File: src/hw/rtl/ihcc_pkg.sv
// Shared types and constants for the IPv4 header checksum checker.
package ihcc_pkg;

    localparam int CHECKSUM_BYTE_OFFSET = 10;

    localparam int SUM_W   = 21;
    localparam int IDX_W   = 5;
    localparam int Q_DEPTH = 2;
    localparam int Q_PTR_W = (Q_DEPTH > 1) ? $clog2(Q_DEPTH) : 1;
    localparam int Q_CNT_W = $clog2(Q_DEPTH + 1);

    localparam logic [IDX_W-1:0] CKSUM_WORD   = IDX_W'(CHECKSUM_BYTE_OFFSET / 2);
    localparam logic [IDX_W-1:0] TTL_WORD     = 5'd4;
    localparam logic [3:0]       IHL_MIN      = 4'd5;
    localparam logic [3:0]       VERSION_IPV4 = 4'd4;
    localparam logic [7:0]       TTL_ONE      = 8'd1;

    typedef struct packed {
        logic [SUM_W-1:0] sum;
        logic [15:0]      received;
        logic             version_good;
        logic             ttl_one;
        logic             malformed;
    } t_rec;

endpackage

File: src/hw/rtl/ihcc_front.sv
// Front end: accepts header words, accumulates the sum and emits one record per header.
module ihcc_front
    import ihcc_pkg::*;
(
    input  logic        i_clk,
    input  logic        i_rst_n,
    input  logic        i_accept,
    input  logic [15:0] i_header_word,
    input  logic        i_start_flag,
    output logic        o_rec_valid,
    output t_rec        o_rec
);

    logic             r_in_header, n_in_header;
    logic [IDX_W-1:0] r_word_index, n_word_index;
    logic [IDX_W-1:0] r_len_words, n_len_words;
    logic [SUM_W-1:0] r_sum, n_sum;
    logic [15:0]      r_received, n_received;
    logic             r_version_good, n_version_good;
    logic             r_ttl_one, n_ttl_one;

    logic [3:0] ihl;
    logic       ver4;

    assign ihl  = i_header_word[11:8];
    assign ver4 = (i_header_word[15:12] == VERSION_IPV4);

    always_comb begin
        n_in_header    = r_in_header;
        n_word_index   = r_word_index;
        n_len_words    = r_len_words;
        n_sum          = r_sum;
        n_received     = r_received;
        n_version_good = r_version_good;
        n_ttl_one      = r_ttl_one;
        o_rec_valid    = 1'b0;
        o_rec          = '0;
        if (i_accept) begin
            if (i_start_flag) begin
                if (ihl < IHL_MIN) begin
                    n_in_header        = 1'b0;
                    o_rec_valid        = 1'b1;
                    o_rec.version_good = ver4;
                    o_rec.malformed    = 1'b1;
                end else begin
                    n_in_header    = 1'b1;
                    n_len_words    = {ihl, 1'b0};
                    n_word_index   = 5'd1;
                    n_sum          = {{(SUM_W-16){1'b0}}, i_header_word};
                    n_received     = '0;
                    n_version_good = ver4;
                    n_ttl_one      = 1'b0;
                end
            end else if (r_in_header) begin
                if (r_word_index == CKSUM_WORD) begin
                    n_received = i_header_word;
                end else begin
                    n_sum = r_sum + {{(SUM_W-16){1'b0}}, i_header_word};
                end
                if (r_word_index == TTL_WORD) begin
                    n_ttl_one = (i_header_word[15:8] == TTL_ONE);
                end
                n_word_index = r_word_index + 5'd1;
                if (n_word_index >= r_len_words) begin
                    n_in_header        = 1'b0;
                    o_rec_valid        = 1'b1;
                    o_rec.sum          = n_sum;
                    o_rec.received     = n_received;
                    o_rec.version_good = r_version_good;
                    o_rec.ttl_one      = n_ttl_one;
                    o_rec.malformed    = 1'b0;
                end
            end
        end
    end

    always_ff @(posedge i_clk) begin
        if (!i_rst_n) begin
            r_in_header  <= 1'b0;
            r_word_index <= '0;
        end else begin
            r_in_header  <= n_in_header;
            r_word_index <= n_word_index;
        end
        r_len_words    <= n_len_words;
        r_sum          <= n_sum;
        r_received     <= n_received;
        r_version_good <= n_version_good;
        r_ttl_one      <= n_ttl_one;
    end

endmodule

File: src/hw/rtl/ihcc_queue.sv
// Short queue of header records between the front and back ends.
module ihcc_queue
    import ihcc_pkg::*;
(
    input  logic i_clk,
    input  logic i_rst_n,
    input  logic i_wr,
    input  t_rec i_wr_rec,
    input  logic i_rd,
    output logic o_valid,
    output logic o_full,
    output t_rec o_rd_rec
);

    t_rec               r_mem [Q_DEPTH];
    logic [Q_PTR_W-1:0] r_wr_ptr, n_wr_ptr;
    logic [Q_PTR_W-1:0] r_rd_ptr, n_rd_ptr;
    logic [Q_CNT_W-1:0] r_count, n_count;

    assign o_valid  = (r_count != '0);
    assign o_full   = (r_count == Q_CNT_W'(Q_DEPTH));
    assign o_rd_rec = r_mem[r_rd_ptr];

    always_comb begin
        n_wr_ptr = r_wr_ptr;
        n_rd_ptr = r_rd_ptr;
        n_count  = r_count;
        if (i_wr) begin
            n_wr_ptr = (r_wr_ptr == Q_PTR_W'(Q_DEPTH - 1)) ? '0 : r_wr_ptr + 1'b1;
        end
        if (i_rd) begin
            n_rd_ptr = (r_rd_ptr == Q_PTR_W'(Q_DEPTH - 1)) ? '0 : r_rd_ptr + 1'b1;
        end
        if (i_wr && !i_rd) begin
            n_count = r_count + 1'b1;
        end else if (i_rd && !i_wr) begin
            n_count = r_count - 1'b1;
        end
    end

    always_ff @(posedge i_clk) begin
        if (!i_rst_n) begin
            r_wr_ptr <= '0;
            r_rd_ptr <= '0;
            r_count  <= '0;
        end else begin
            r_wr_ptr <= n_wr_ptr;
            r_rd_ptr <= n_rd_ptr;
            r_count  <= n_count;
        end
        if (i_wr) begin
            r_mem[r_wr_ptr] <= i_wr_rec;
        end
    end

    a_no_overflow: assert property (@(posedge i_clk) disable iff (!i_rst_n)
        o_full |-> !i_wr || i_rd)
        else $error("record written into a full queue");

    a_no_underflow: assert property (@(posedge i_clk) disable iff (!i_rst_n)
        !o_valid |-> !i_rd)
        else $error("record read from an empty queue");

endmodule

File: src/hw/rtl/ihcc_back.sv
// Back end: folds and complements the sum, compares it and holds the result item.
module ihcc_back
    import ihcc_pkg::*;
(
    input  logic        i_clk,
    input  logic        i_rst_n,
    input  logic        i_rec_valid,
    input  t_rec        i_rec,
    output logic        o_rec_take,
    input  logic        i_pop,
    output logic        o_empty,
    output logic [15:0] o_computed_sum,
    output logic [15:0] o_received_sum,
    output logic        o_sum_ok,
    output logic        o_version_ok,
    output logic        o_ttl_is_one,
    output logic        o_malformed
);

    logic        r_valid;
    logic [15:0] r_computed, r_received;
    logic        r_sum_ok, r_version_ok, r_ttl_is_one, r_malformed;

    logic [16:0] fold1, fold2;
    logic [15:0] cksum;

    assign fold1 = {1'b0, i_rec.sum[15:0]} + {12'd0, i_rec.sum[SUM_W-1:16]};
    assign fold2 = {1'b0, fold1[15:0]} + {16'd0, fold1[16]};
    assign cksum = ~fold2[15:0];

    assign o_rec_take = i_rec_valid && (!r_valid || i_pop);

    always_ff @(posedge i_clk) begin
        if (!i_rst_n) begin
            r_valid <= 1'b0;
        end else if (o_rec_take) begin
            r_valid <= 1'b1;
        end else if (i_pop) begin
            r_valid <= 1'b0;
        end
        if (o_rec_take) begin
            r_version_ok <= i_rec.version_good;
            r_malformed  <= i_rec.malformed;
            if (i_rec.malformed) begin
                r_computed   <= '0;
                r_received   <= '0;
                r_sum_ok     <= 1'b0;
                r_ttl_is_one <= 1'b0;
            end else begin
                r_computed   <= cksum;
                r_received   <= i_rec.received;
                r_sum_ok     <= (cksum == i_rec.received);
                r_ttl_is_one <= i_rec.ttl_one;
            end
        end
    end

    assign o_empty        = !r_valid;
    assign o_computed_sum = r_computed;
    assign o_received_sum = r_received;
    assign o_sum_ok       = r_sum_ok;
    assign o_version_ok   = r_version_ok;
    assign o_ttl_is_one   = r_ttl_is_one;
    assign o_malformed    = r_malformed;

    a_malformed_clear: assert property (@(posedge i_clk) disable iff (!i_rst_n)
        r_valid && r_malformed |-> !r_sum_ok && r_computed == '0 && !r_ttl_is_one)
        else $error("malformed result carries checksum fields");

    a_sum_ok_match: assert property (@(posedge i_clk) disable iff (!i_rst_n)
        r_valid && r_sum_ok |-> r_computed == r_received)
        else $error("checksum match flag disagrees with checksums");

endmodule

File: src/hw/rtl/ipv4_header_checksum_check.sv
// Top level of the IPv4 header checksum checker.
//
// Header words enter on a queue-style port: a word is taken at a rising edge
// where push is high and full is low. The first word of a header carries
// i_start_flag. Words outside a header are dropped, and a new start word
// abandons an unfinished header without a result.
// One result item is produced per completed header, or at once for a start
// word whose header length is below five. Results leave on a queue-style
// port: while empty is low the oldest item is on the o_ ports, and it is
// taken at an edge where pop is high.
// A result passes from the front end through the record queue and into the
// result register before it reaches the ports. Throughput: one word per cycle
// while full is low; the front end does one 21-bit add per word.
// A two-entry record queue and a result register sit between the front end
// and the receiver, so a stalled receiver fills them and only then raises full.
// Synchronous reset empties the queue and result register and closes any
// open header.
module ipv4_header_checksum_check
    import ihcc_pkg::*;
(
    input  logic        i_clk,
    input  logic        i_rst_n,
    input  logic        push,
    output logic        full,
    input  logic [15:0] i_header_word,
    input  logic        i_start_flag,
    output logic        empty,
    input  logic        pop,
    output logic [15:0] o_computed_sum,
    output logic [15:0] o_received_sum,
    output logic        o_sum_ok,
    output logic        o_version_ok,
    output logic        o_ttl_is_one,
    output logic        o_malformed
);

    logic accept;
    logic front_valid;
    t_rec front_rec;
    logic q_valid;
    logic q_full;
    t_rec q_rec;
    logic q_take;

    assign full   = q_full;
    assign accept = push && !q_full;

    ihcc_front u_front (
        .i_clk         (i_clk),
        .i_rst_n       (i_rst_n),
        .i_accept      (accept),
        .i_header_word (i_header_word),
        .i_start_flag  (i_start_flag),
        .o_rec_valid   (front_valid),
        .o_rec         (front_rec)
    );

    ihcc_queue u_queue (
        .i_clk    (i_clk),
        .i_rst_n  (i_rst_n),
        .i_wr     (front_valid),
        .i_wr_rec (front_rec),
        .i_rd     (q_take),
        .o_valid  (q_valid),
        .o_full   (q_full),
        .o_rd_rec (q_rec)
    );

    ihcc_back u_back (
        .i_clk          (i_clk),
        .i_rst_n        (i_rst_n),
        .i_rec_valid    (q_valid),
        .i_rec          (q_rec),
        .o_rec_take     (q_take),
        .i_pop          (pop),
        .o_empty        (empty),
        .o_computed_sum (o_computed_sum),
        .o_received_sum (o_received_sum),
        .o_sum_ok       (o_sum_ok),
        .o_version_ok   (o_version_ok),
        .o_ttl_is_one   (o_ttl_is_one),
        .o_malformed    (o_malformed)
    );

endmodule
File: config.mk
export PLATFORM = sky130hd
export DESIGN_NAME = ipv4_header_checksum_check
export DESIGN_NICKNAME = d
export VERILOG_FILES = /design/src/hw/rtl/ihcc_pkg.sv /design/src/hw/rtl/ihcc_front.sv /design/src/hw/rtl/ihcc_queue.sv /design/src/hw/rtl/ihcc_back.sv /design/src/hw/rtl/ipv4_header_checksum_check.sv
export SDC_FILE = /design/constraint.sdc
export NUM_CORES = 1
export LEC_CHECK = 0
export BUFFER_PORTS_ARGS = -buffer_cell sky130_fd_sc_hd__buf_2
export CAP_MARGIN = 20
export CORE_MARGIN = 2
export CORE_UTILIZATION = 41
export CTS_CLUSTER_SIZE = 12
export DETAILED_ROUTE_END_ITERATION = 8
export GPL_TIMING_DRIVEN = 0
export SYNTH_ARGS = -nofsm -noshare
export SYNTH_HDL_FRONTEND = slang
export SYNTH_HIERARCHICAL = 1
export SYNTH_SLANG_ARGS = --single-unit
File: constraint.sdc
create_clock -name i_clk -period 8.8 [get_ports i_clk]
set_input_delay 1.76 -clock i_clk [delete_from_list [all_inputs] [get_ports i_clk]]
set_output_delay 1.76 -clock i_clk [all_outputs]
set_load 0.02 [all_outputs]
# == Word-level counts from Yosys, hierarchy flattened ==
# Memories as Yosys holds them, arrays and structs flattened. A register that Yosys moved wholly into a read port is not among the register bits.
# Index checks and enable logic that the tools add are counted.
# word_totals
memories,1
mem_bits_ro,0
elab_cells,94
mem_bits_rw,80
register_bits,90
inputBits,21
output_inout_bits,38
latchBits,0
# mem_list
name,depth,width,read_ports,rd_ports_with_merged_regs,wr,line,rtl
u_queue.r_mem,2,40,1,1,1,ihcc_queue.sv:15,t_rec r_mem [Q_DEPTH];
# op_classes
n_lt_le_gt_ge,2
n_bitwise,2
mul,0
reduce_logical,15
n_addsub,8
n_shift,0
eq_ne,7
n_div,0
muxes,42
# ops
op,count
40-bit two-way mux,3
21-bit two-way mux,4
16-bit two-way mux,4
37-bit two-way mux,1
1-bit two-way mux,25
21-bit by 16-bit adder with 21-bit output,1
16-bit by 5-bit adder with 17-bit output,1
16-bit by 1-bit adder with 16-bit output,1
16-bit == test,1
16-bit NOT,1
5-bit two-way mux,3
"5-bit by 3-bit == test with 1-bit output, second input constant",2
"8-bit by 1-bit == test with 1-bit output, second input constant",1
2-bit nonzero test,4
3-bit AND reduction,2
"5-bit by 1-bit adder with 5-bit output, second input constant",1
5-bit >= comparator,1
"4-bit by 3-bit == test with 1-bit output, second input constant",1
1-bit logical AND,4
1-bit logical NOT,4
"4-bit by 3-bit less-than comparator with 1-bit output, second input constant",1
2-bit two-way mux,2
"1-bit adder, second input constant",2
"2-bit by 1-bit adder with 2-bit output, second input constant",1
5 further kinds,5

# == Depth between registers and ports, before layout ==
# Gate-level depths: netlist of the first run.
# logic_depth
depth_word,10
ltp_mapped,20

# == Cells and area by module ==
# The synthesis of the first run kept the hierarchy.
# by_module_without_submodules
module,area_each_um2,cells_per_inst,n_inst
ihcc_front,3887.5,452,1
ihcc_queue,3094.2,146,1
ihcc_back,2483.6,238,1
ipv4_header_checksum_check,13.8,1,1

# == Worst setup path after synthesis of the first run ==
# Ideal clock, no wire load.
# synth_path
kind,input to register
startpoint,in i_start_flag
endpoint,mem u_queue/r_mem[0][0] (netlist bit) (enable)
t_required_ps,8357
t_arrival_ps,4568
n_path_buf,2
cell_stages,6
slack_ps,3788
path_cell_list,clkbuf_1 clkbuf_1 nand2_1 o21ai_0 a21boi_0 nor2b_1
# synth_via
elab_chain_len,4
# synth_lines
item,line,rtl
from (decl),ipv4_header_checksum_check.sv:26,"input logic i_start_flag,"
1-bit two-way mux,ihcc_front.sv:39,if (i_start_flag) begin
1-bit two-way mux,ihcc_front.sv:38,if (i_accept) begin
named net front_valid,ipv4_header_checksum_check.sv:38,logic front_valid;
1-bit two-way mux,ihcc_queue.sv:51,if (i_wr) begin
1-bit two-way mux (not written as such),ihcc_queue.sv:52,r_mem[r_wr_ptr] <= i_wr_rec;
to (decl),ihcc_queue.sv:15,
# The timed path passes the listed nets, and every way through them passes these cells.

==> impl_metrics.yaml, run 1 <==
critical_path:
  setup.worst_path.start_class: "flop"
  crit_path_max_fanout: 10
  critPathKind: "reg -> reg"
  ff2ff_setup_slack_ns: 3.37
  rr_endpoint: "u_back/o_sum_ok$_SDFFCE_PP0P_"
  worst-endpoint-arrival_ns: 5.61
  r2r_cells: 20
  cp_data_required_time_ns: 8.98
  cp-end-kind: "flop"
min_path:
  worstHoldEndpoint: "u_queue/r_count[1]$_SDFFE_PN0P_"
  min_path_type: "reg -> reg"
  hold-path-cell-count: 2
  holdCritStartpoint: "u_queue/r_count[1]$_SDFFE_PN0P_"
cts:
  numClockSinks: 171
  clkSlewWorstSetupHoldPaths_ns: 0.07
  clock_tree_from_tritoncts: "built"
  tritoncts_buffers: 17
  cts.path.max_buffers: 2
  post-cts-setup-buffers: 0
  cts_root_buf: "clkbuf_16"
  clk_latency_ns: 0.43
  cts.repair.resized: 0
  holdBufCountCts: 0
  cts_htree_levels: 4
cells_and_area:
  multiInputGateArea_sq_um: 4210
  fill_cells: 2059
  final_common_cell: "edfxtp_1"
  final_nets: 971
  area_growth_pct: 13.9
  drive_above_1_share: 0.212
  most-common-layout-cells: "159 x edfxtp_1, 80 x nand2_1, 72 x buf_2"
  antenna-diode-count: 0
  postLayoutCellArea_sq_um: 10800
  ff_latch_area_sq_um: 5010
  post-route-util: 0.477
pwr:
  power.net_switching_uw: 882
  pwr_dens_nw_per_um2: 247
  power.ir.vdd_worst_v: 0.000145
  report.power.total_uw: 2670
  p_int_uw: 1790
  pwr-share-clk: 0.275
  share_seq_of_total_power: 0.406
  static_leakage_uw: 0.00399
  netSwitchingFraction: 0.331
  power.combinational.fraction: 0.319
synth:
  postSynthNetCount: 891
  synthArstFlopShare: 0
  postSynthAreaPerCell_sq_um: 11.3
  netlist-cell-type-count: 82
  synth-edff-count: 159
  yosysWarnings: 6
  syn-cell-area_sq_um: 9480
  postSynth.topFlopCell: "edfxtp_1"
  yosysSeqAreaShare: 0.529
  synth.ff_latch_count: 171
  post_synth_inst_count: 837
floorplanning:
  core_sq_um: 22600
  num_rows: 55
  die_y_um: 156
  die_x_um: 156
  initial_utilization: 0.419
  io_pins: 59
  dieArea_sq_um: 24400
global_routing:
  grt_start_max_net_pins: 37
  grt_first_pass_wirelength_um: 33500
  total_congestion_overflow_after_global_routing: 0
  antenna_found_initial: 0
  number_of_global_route_vias_before_repair: 6119
  groute.usage.overall: 0.179
timing:
  min_period_ns: 5.43
  grt_setup_unrepaired: "false"
  finalMaxSlewViolations: 0
  finalSetupViolCount: 0
  skew_ns: 0.0129
  aggregate_negative_setup_slack_ns: 0
  fmaxAchievable_mhz: 184
  timing.max_slew.rel_slack: 0.322
  finalHoldViolCount: 0
  timing_worst_slew_pin_value_ns: 1.01
  min_period_over_period: 0.617
route:
  detailroute.via_count: 6413
  routed_via_density: 5.28
  detail_route.first_pass.iterations: 5
  detail_route.drc_violations: 0
  wirelength_um: 20900
  drt_first_iter_violations: 427
  drt_wl_cell_um: 17.2
  drtAntennaViolNets: 0
run_status:
  result_of_the_run: "complete, no violations"
place:
  port-buffer-count: 57
  post-dp-hpwl_um: 15500
  placed_area_sq_um: 10200
  gp_congestion: 0.894
flow_run:
  max_cap_violations: 0
how the worst max path moves through the flow:
stage	to	slack [ns]	cells past startpoint
final	u_back/o_sum_ok$_SDFFCE_PP0P_	3.37	20
after global placement	u_queue/r_mem[0][5]$_DFFE_PP_	2.30	5
after global routing	u_back/o_sum_ok$_SDFFCE_PP0P_	2.88	20
after detailed placement	u_back/o_sum_ok$_SDFFCE_PP0P_	3.36	20
after CTS	u_back/o_sum_ok$_SDFFCE_PP0P_	3.33	20
after floorplan	u_queue/r_mem[0][0]$_DFFE_PP_	3.79	6
per-stage QoR:
step	setup slack, ns	cells	hold WS [ns]
final	3.37	1215	0.498
after global routing	2.88	1215	0.543
after CTS	3.33	1215	0.505
after detailed placement	3.36	1183	0.495
after global placement	2.30	1179	0.485
after floorplan	3.79	837	0.461
power groups by stage:
stage,registers [uW],logic (uW),clock network [uW]
floorplan,1220,514,0
global placement,1110,827,0
detailed placement,1100,853,0
CTS,1090,858,751
global route,1100,935,785
finish,1080,852,733
state kept, by name (all words and copies together) (netlist names), 2 cells and up, named ones only:
register / flops
u_queue/r_mem: 80
u_front/r_len_words: 4
u_queue/r_count: 2
u_front/r_word_index: 5
u_front/r_received: 16
u_back/o_received_sum: 16
u_front/r_sum: 21
u_back/o_computed_sum: 16
routing by layer:
metal / share of wire / vias to the layer above / track usage
li1: - / 3234 / -
met1: 0.49 / 3053 / 0.258
met2: 0.46 / 114 / 0.283
met3: 0.037 / 12 / 0.0322
met4: 0.0097 / 0 / 0.0402
met5: 0 / - / 0
cell type report:
cell class              count  area share
multi-input cells         600       0.390
plain buffers              36      0.0150
clock inverters            13      0.0122
flip-flops and latches    171       0.465
repair buffers             61      0.0338
inverters                  30      0.0104
clock buffers              19      0.0410
well taps                 285      0.0330
cell usage after synthesis (12+ instances only):
library cell  number  area [sq um]
o21ai_0           21           105
and2_1            28           175
ha_1              31           388
buf_2             15          75.1
dfxtp_1           12           240
nand3_1           30           150
clkbuf_1          18          67.6
xnor2_1           33           289
nor2_1            59           221
nor3_1            17          85.1
nor2b_1           22           138
xor2_1            16           140
nand2_1           81           304
mux2_2            42           473
inv_1             30           113
edfxtp_1         159          4770
a21oi_1           53           265
cells by family after synthesis:
family          Yosys count  synth area share
compound gates          154             0.112
buf+inv                  66            0.0289
simple gates            307             0.171
fa+ha+maj                33            0.0451
flops                   171             0.529
xor+xnor                 51            0.0495
mux                      55            0.0639
worst max-delay path: stages (launching register included):
cell and delay [ns]:
dfxtp_1 0.37, buf_2 0.30, mux2_2 0.22, ha_1 0.19, inv_1 0.06, fa_1 0.42
nand2b_1 0.22, a21oi_2 0.31, nor2_1 0.10, nor3b_1 0.46, ha_1 0.22, nor2b_1 0.19
nand2b_1 0.13, nor3_2 0.28, nand3_1 0.18, or4_4 0.46, or4_1 0.40, buf_2 0.17
xor3_1 0.36, o21ai_2 0.08, nor4_2 0.06
No activity file was read; power rests on OpenSTA's default activity.
==> inputs of run 2 (changes only) <==
==> constraint.sdc (replaced) <==
create_clock -name i_clk -period 5.2 [get_ports i_clk]
set_input_delay 1.04 -clock i_clk [delete_from_list [all_inputs] [get_ports i_clk]]
set_output_delay 1.04 -clock i_clk [all_outputs]
set_load 0.02 [all_outputs]
==> impl_metrics.yaml, run 2 (same netlist as run 1, synthesis figures left out) <==
run_status:
  result_of_the_run: "complete, no violations"
cells_and_area:
  largest_registers: "u_queue/r_mem: 80 flops, u_front/r_sum: 21 flops"
  final_nets: 973
  area_growth_pct: 14.7
  most-common-layout-cells: "159 x edfxtp_1, 79 x nand2_1, 70 x buf_2"
  antenna-diode-count: 0
  largest_register: "u_queue/r_mem"
  fill_cells: 2056
  largest_register_ffs: 80
  final_common_cell: "edfxtp_1"
  fin_cells: 1217
  postLayoutCellArea_sq_um: 10900
  drive_above_1_share: 0.222
cts:
  cts_root_buf: "clkbuf_16"
  clkSlewWorstSetupHoldPaths_ns: 0.07
  clock_tree_from_tritoncts: "built"
  clk_latency_ns: 0.43
  cts_htree_levels: 4
  cts.path.max_buffers: 2
  tritoncts_buffers: 17
  numClockSinks: 171
timing:
  fmaxAchievable_mhz: 206
  min_period_over_period: 0.934
  finalSetupViolCount: 0
  timing_worst_slew_pin_value_ns: 1.03
  finalHoldViolCount: 0
  aggregate_negative_setup_slack_ns: 0
  timing.hold.ws_ns: 0.498
  setup_ws_ns: 0.344
  timing.max_slew.rel_slack: 0.312
  skew_ns: 0.0125
  finalMaxSlewViolations: 0
  grt_setup_unrepaired: "false"
  min_period_ns: 4.86
floorplanning:
  dieArea_sq_um: 24400
  io_pins: 59
  die_x_um: 156
  core_sq_um: 22600
  die_y_um: 156
  num_rows: 55
  initial_utilization: 0.419
place:
  placed_area_sq_um: 10200
  gp_congestion: 0.894
  port-buffer-count: 57
  pre_cts_slack_ns: -0.244
  numPlacedInstances: 1183
  post-dp-hpwl_um: 15500
global_routing:
  total_congestion_overflow_after_global_routing: 0
  met3_usage: 0.0322
  grt_most_used_layer: "met2"
  global_route.usage.met1: 0.258
  number_of_global_route_vias_before_repair: 6125
  grt_first_pass_wirelength_um: 33600
  grt_start_max_net_pins: 37
  antenna_found_initial: 0
  groute.usage.overall: 0.179
  global_route.usage.met2: 0.284
route:
  drt_first_iter_violations: 403
  detail_route.drc_violations: 0
  drt_wl_cell_um: 17.3
  drtAntennaViolNets: 0
  detail_route.first_pass.iterations: 5
  detailroute.via_count: 6424
  wirelength_um: 21100
  routed_via_density: 5.28
critical_path:
  critPathKind: "reg -> reg"
  rr_endpoint: "u_back/o_sum_ok$_SDFFCE_PP0P_"
  crit_path_max_fanout: 10
  cp-end-kind: "flop"
  setup.worst_path.start_class: "flop"
  r2r_cells: 20
  cp_data_required_time_ns: 5.38
  ff2ff_setup_slack_ns: 0.34
  worst-endpoint-arrival_ns: 5.03
min_path:
  hold-path-cell-count: 2
  worstHoldEndpoint: "u_queue/r_count[1]$_SDFFE_PN0P_"
  min_path_type: "reg -> reg"
  holdCritStartpoint: "u_queue/r_count[1]$_SDFFE_PN0P_"
pwr:
  power.ir.vdd_worst_v: 0.000245
  pwr_dens_nw_per_um2: 419
  static_leakage_uw: 0.00401
flow_run:
  max_cap_violations: 0
[run 2: final cells by class]
| class | instances | area, sq um | share of cell area |
|---|---|---|---|
| Clock inverter | 13 | 131 | 0.0121 |
| Timing Repair Buffer | 63 | 380 | 0.0350 |
| Sequential cell | 171 | 5020 | 0.461 |
| Tap cell | 285 | 357 | 0.0328 |
| Clock buffer | 19 | 443 | 0.0408 |
| Multi-Input combinational cell | 600 | 4260 | 0.392 |
| Buffer | 36 | 174 | 0.0160 |
| Inverter | 30 | 113 | 0.0104 |
[run 2: how the worst max path moves through the flow]
stage / from / to / slack [ns] / cells after the start
after global placement: i_start_flag / u_queue/r_mem[0][5]$_DFFE_PP_ / -0.58 / 5
after floorplan: flop / u_back/o_sum_ok$_SDFFCE_PP0P_ / 0.60 / 20
final: flop / u_back/o_sum_ok$_SDFFCE_PP0P_ / 0.34 / 20
after global routing: flop / u_back/o_sum_ok$_SDFFCE_PP0P_ / 0.02 / 20
after CTS: flop / u_back/o_sum_ok$_SDFFCE_PP0P_ / 0.06 / 20
after detailed placement: flop / u_back/o_sum_ok$_SDFFCE_PP0P_ / -0.24 / 20
[run 2: power breakdown]
group	switching (uW)	internal, uW	total (uW)
Sequential	57.1	1780	1840
Clock	555	686	1240
Combinational	901	572	1470
[run 2: layer usage]
| layer | wire (um) | vias up |
|---|---|---|
| met4 | 206 | 0 |
| met3 | 773 | 13 |
| met1 | 10300 | 3062 |
| li1 | - | 3230 |
| met2 | 9740 | 119 |
| met5 | 0 | - |
[run 2: critical path, stage by stage (launching register included)]
cell and delay [ns]:
dfxtp_2 0.35, buf_6 0.15, mux2_2 0.24, ha_1 0.19, inv_1 0.07, fa_2 0.36, nand2b_2 0.23, a21oi_4 0.22
nor2_1 0.09, nor3b_2 0.29, ha_1 0.19, nor2b_2 0.16, nand2b_1 0.14, nor3_4 0.29, nand3_2 0.12, or4_4 0.45
or4_1 0.40, buf_2 0.17, xor3_1 0.36, o21ai_2 0.08, nor4_2 0.06
[run 2: timing repair]
action,CTS,global route
hold buffers,0,0
resized for setup,4,12
hold endpoints to repair,0,0
pin swaps,0,4
setup endpoints to repair,1,1
buffers inserted,0,2
[run 2: per-stage QoR]
step	total power (uW)	utilization
after floorplan	2940	-
after global placement	3280	0.447
after CTS	4570	0.478
final	4550	0.480
after global routing	4800	0.480
after detailed placement	3310	0.451
==> inputs of run 3 (changes only) <==
--- a/config.mk
+++ b/config.mk
@@ -7,7 +7,6 @@
 export LEC_CHECK = 0
 export BUFFER_PORTS_ARGS = -buffer_cell sky130_fd_sc_hd__buf_2
 export CAP_MARGIN = 20
-export CORE_MARGIN = 2
 export CORE_UTILIZATION = 41
 export CTS_CLUSTER_SIZE = 12
 export DETAILED_ROUTE_END_ITERATION = 8
==> impl_metrics.yaml, run 3 (same netlist as run 1, synthesis figures left out) <==
critical_path:
  worst-endpoint-arrival_ns: 5.08
  logic_depth_of_the_worst_path_buffers_included: 20
  cp_num_buf_inv: 3
  crit_chain: "buf_6, mux2_2, ha_1, inv_1, fa_1, nand2b_4, a21oi_4, nor2_1, nor3b_2, ha_1, nor2b_1, nand2b_1, nor3_4, nand3_1, or4_4, or4_1, buf_2, xor3_1, o21ai_2, nor4_2"
  cp_data_required_time_ns: 5.38
  critPathKind: "reg -> reg"
  setup.worst_path.start_class: "flop"
  rr_endpoint: "u_back/o_sum_ok$_SDFFCE_PP0P_"
  r2r_cells: 20
  critical-path-top-cell-by-count: "ha_1"
  largest_stage_delay_on_the_critical_path_ns: 0.46
  ff2ff_setup_slack_ns: 0.30
  family_of_cells_with_the_greatest_summed_delay_on_the_critical_path: "simple AND/OR/NAND/NOR gates"
  critical_path.slowest_cell: "or4_4"
  crit_path_max_fanout: 10
  cp-end-kind: "flop"
route:
  routed_via_density: 5.32
  detail_route.drc_violations: 0
  wirelength_um: 20900
  detailroute.via_count: 6481
  detail_route.first_pass.iterations: 5
  drtAntennaViolNets: 0
  drt_wl_cell_um: 17.1
  drt_first_iter_violations: 378
global_routing:
  total_congestion_overflow_after_global_routing: 0
  met3_usage: 0.0366
  groute.usage.overall: 0.185
  antenna_found_initial: 0
  global_route.usage.met2: 0.290
  grt_first_pass_wirelength_um: 33500
  number_of_global_route_vias_before_repair: 6141
  grt_most_used_layer: "met2"
  global_route.usage.met1: 0.260
  grt_start_max_net_pins: 36
cts:
  tritoncts_buffers: 17
  numClockSinks: 171
  holdBufCountCts: 0
  clkSlewWorstSetupHoldPaths_ns: 0.07
  clk_latency_ns: 0.43
  cts_htree_levels: 4
  clock_tree_from_tritoncts: "built"
  cts_root_buf: "clkbuf_16"
  cts.path.max_buffers: 2
cells_and_area:
  multiInputGateArea_sq_um: 4240
  ff_latch_area_sq_um: 5020
  drive_above_1_share: 0.218
  largest_register_ffs: 80
  fill_cells: 2055
  postLayoutCellArea_sq_um: 10900
  largest_register: "u_queue/r_mem"
  final_nets: 975
  area_growth_pct: 14.8
  antenna-diode-count: 0
  largest_registers: "u_queue/r_mem: 80 flops, u_front/r_sum: 21 flops"
  most-common-layout-cells: "159 x edfxtp_1, 79 x nand2_1, 70 x buf_2"
  final_common_cell: "edfxtp_1"
place:
  placed_area_sq_um: 10200
  gp_congestion: 0.884
  post-dp-hpwl_um: 15400
  pre_cts_slack_ns: -0.206
  port-buffer-count: 57
timing:
  timing.hold.ws_ns: 0.496
  timing_worst_slew_pin_value_ns: 0.963
  finalMaxSlewViolations: 0
  aggregate_negative_setup_slack_ns: 0
  setup_ws_ns: 0.305
  timing.max_slew.rel_slack: 0.355
  finalSetupViolCount: 0
  finalHoldViolCount: 0
  skew_ns: 0.0129
  min_period_over_period: 0.941
  grt_setup_unrepaired: "false"
  min_period_ns: 4.90
  fmaxAchievable_mhz: 204
pwr:
  report.power.total_uw: 4580
  pwr_dens_nw_per_um2: 421
  static_leakage_uw: 0.00402
  power.ir.vdd_worst_v: 0.000211
floorplanning:
  initial_utilization: 0.419
  num_rows: 55
  die_y_um: 154
  die_x_um: 154
  dieArea_sq_um: 23700
  io_pins: 59
  core_sq_um: 22600
run_status:
  result_of_the_run: "complete, no violations"
min_path:
  worstHoldEndpoint: "u_queue/r_count[1]$_SDFFE_PN0P_"
  holdCritStartpoint: "u_queue/r_count[1]$_SDFFE_PN0P_"
  hold-path-cell-count: 2
  min_path_type: "reg -> reg"
flow_run:
  max_cap_violations: 0
run 3: metal layers:
metal / up-vias / routed length [um]
met5: - / 0
met1: 3088 / 10200
met4: 0 / 213
li1: 3241 / -
met3: 13 / 816
met2: 139 / 9610
run 3: worst max path at each step:
stage	endpoint	from
global route	u_back/o_sum_ok$_SDFFCE_PP0P_	flop
finish	u_back/o_sum_ok$_SDFFCE_PP0P_	flop
global placement	u_queue/r_mem[0][5]$_DFFE_PP_	i_start_flag
detailed placement	u_back/o_sum_ok$_SDFFCE_PP0P_	flop
floorplan	u_back/o_sum_ok$_SDFFCE_PP0P_	flop
CTS	u_back/o_sum_ok$_SDFFCE_PP0P_	flop
run 3: cell type report:
class / count / area share
Clock buffer: 19 / 0.0398
Multi-Input combinational cell: 600 / 0.389
Buffer: 36 / 0.0160
Inverter: 30 / 0.0103
Clock inverter: 13 / 0.0145
Tap cell: 285 / 0.0328
Sequential cell: 171 / 0.461
Timing Repair Buffer: 65 / 0.0363
run 3: power breakdown:
| group | internal [uW] | total [uW] | switching (uW) |
|---|---|---|---|
| sequential | 1780 | 1840 | 59.3 |
| combinational | 573 | 1460 | 890 |
| clock | 722 | 1280 | 558 |
| total | 3070 | 4580 | 1510 |
run 3: repair_timing:
action / in CTS / in global routing
endpoints found under the setup margin: 1 / 1
buffers inserted: 0 / 4
pin swaps: 0 / 3
gates resized for setup: 3 / 8
run 3: worst reg2reg max path: cells and delay by family, from the launching register on:
| kind | cells | cell delay, ns |
|---|---|---|
| and+or+nand+nor | 10 | 2.26 |
| adders and majority gates | 3 | 0.78 |
| buffers and inverters | 3 | 0.38 |
| xor gates and xnor gates | 1 | 0.36 |
| DFF | 1 | 0.35 |
| AOI/OAI and AO/OA | 2 | 0.27 |
| muxes | 1 | 0.25 |
run 3: stage by stage:
| stage | std cells | utilization |
|---|---|---|
| after floorplan | 837 | - |
| after global placement | 1179 | 0.447 |
| after detailed placement | 1183 | 0.451 |
| after CTS | 1215 | 0.478 |
| after global routing | 1219 | 0.481 |
| final | 1219 | 0.481 |
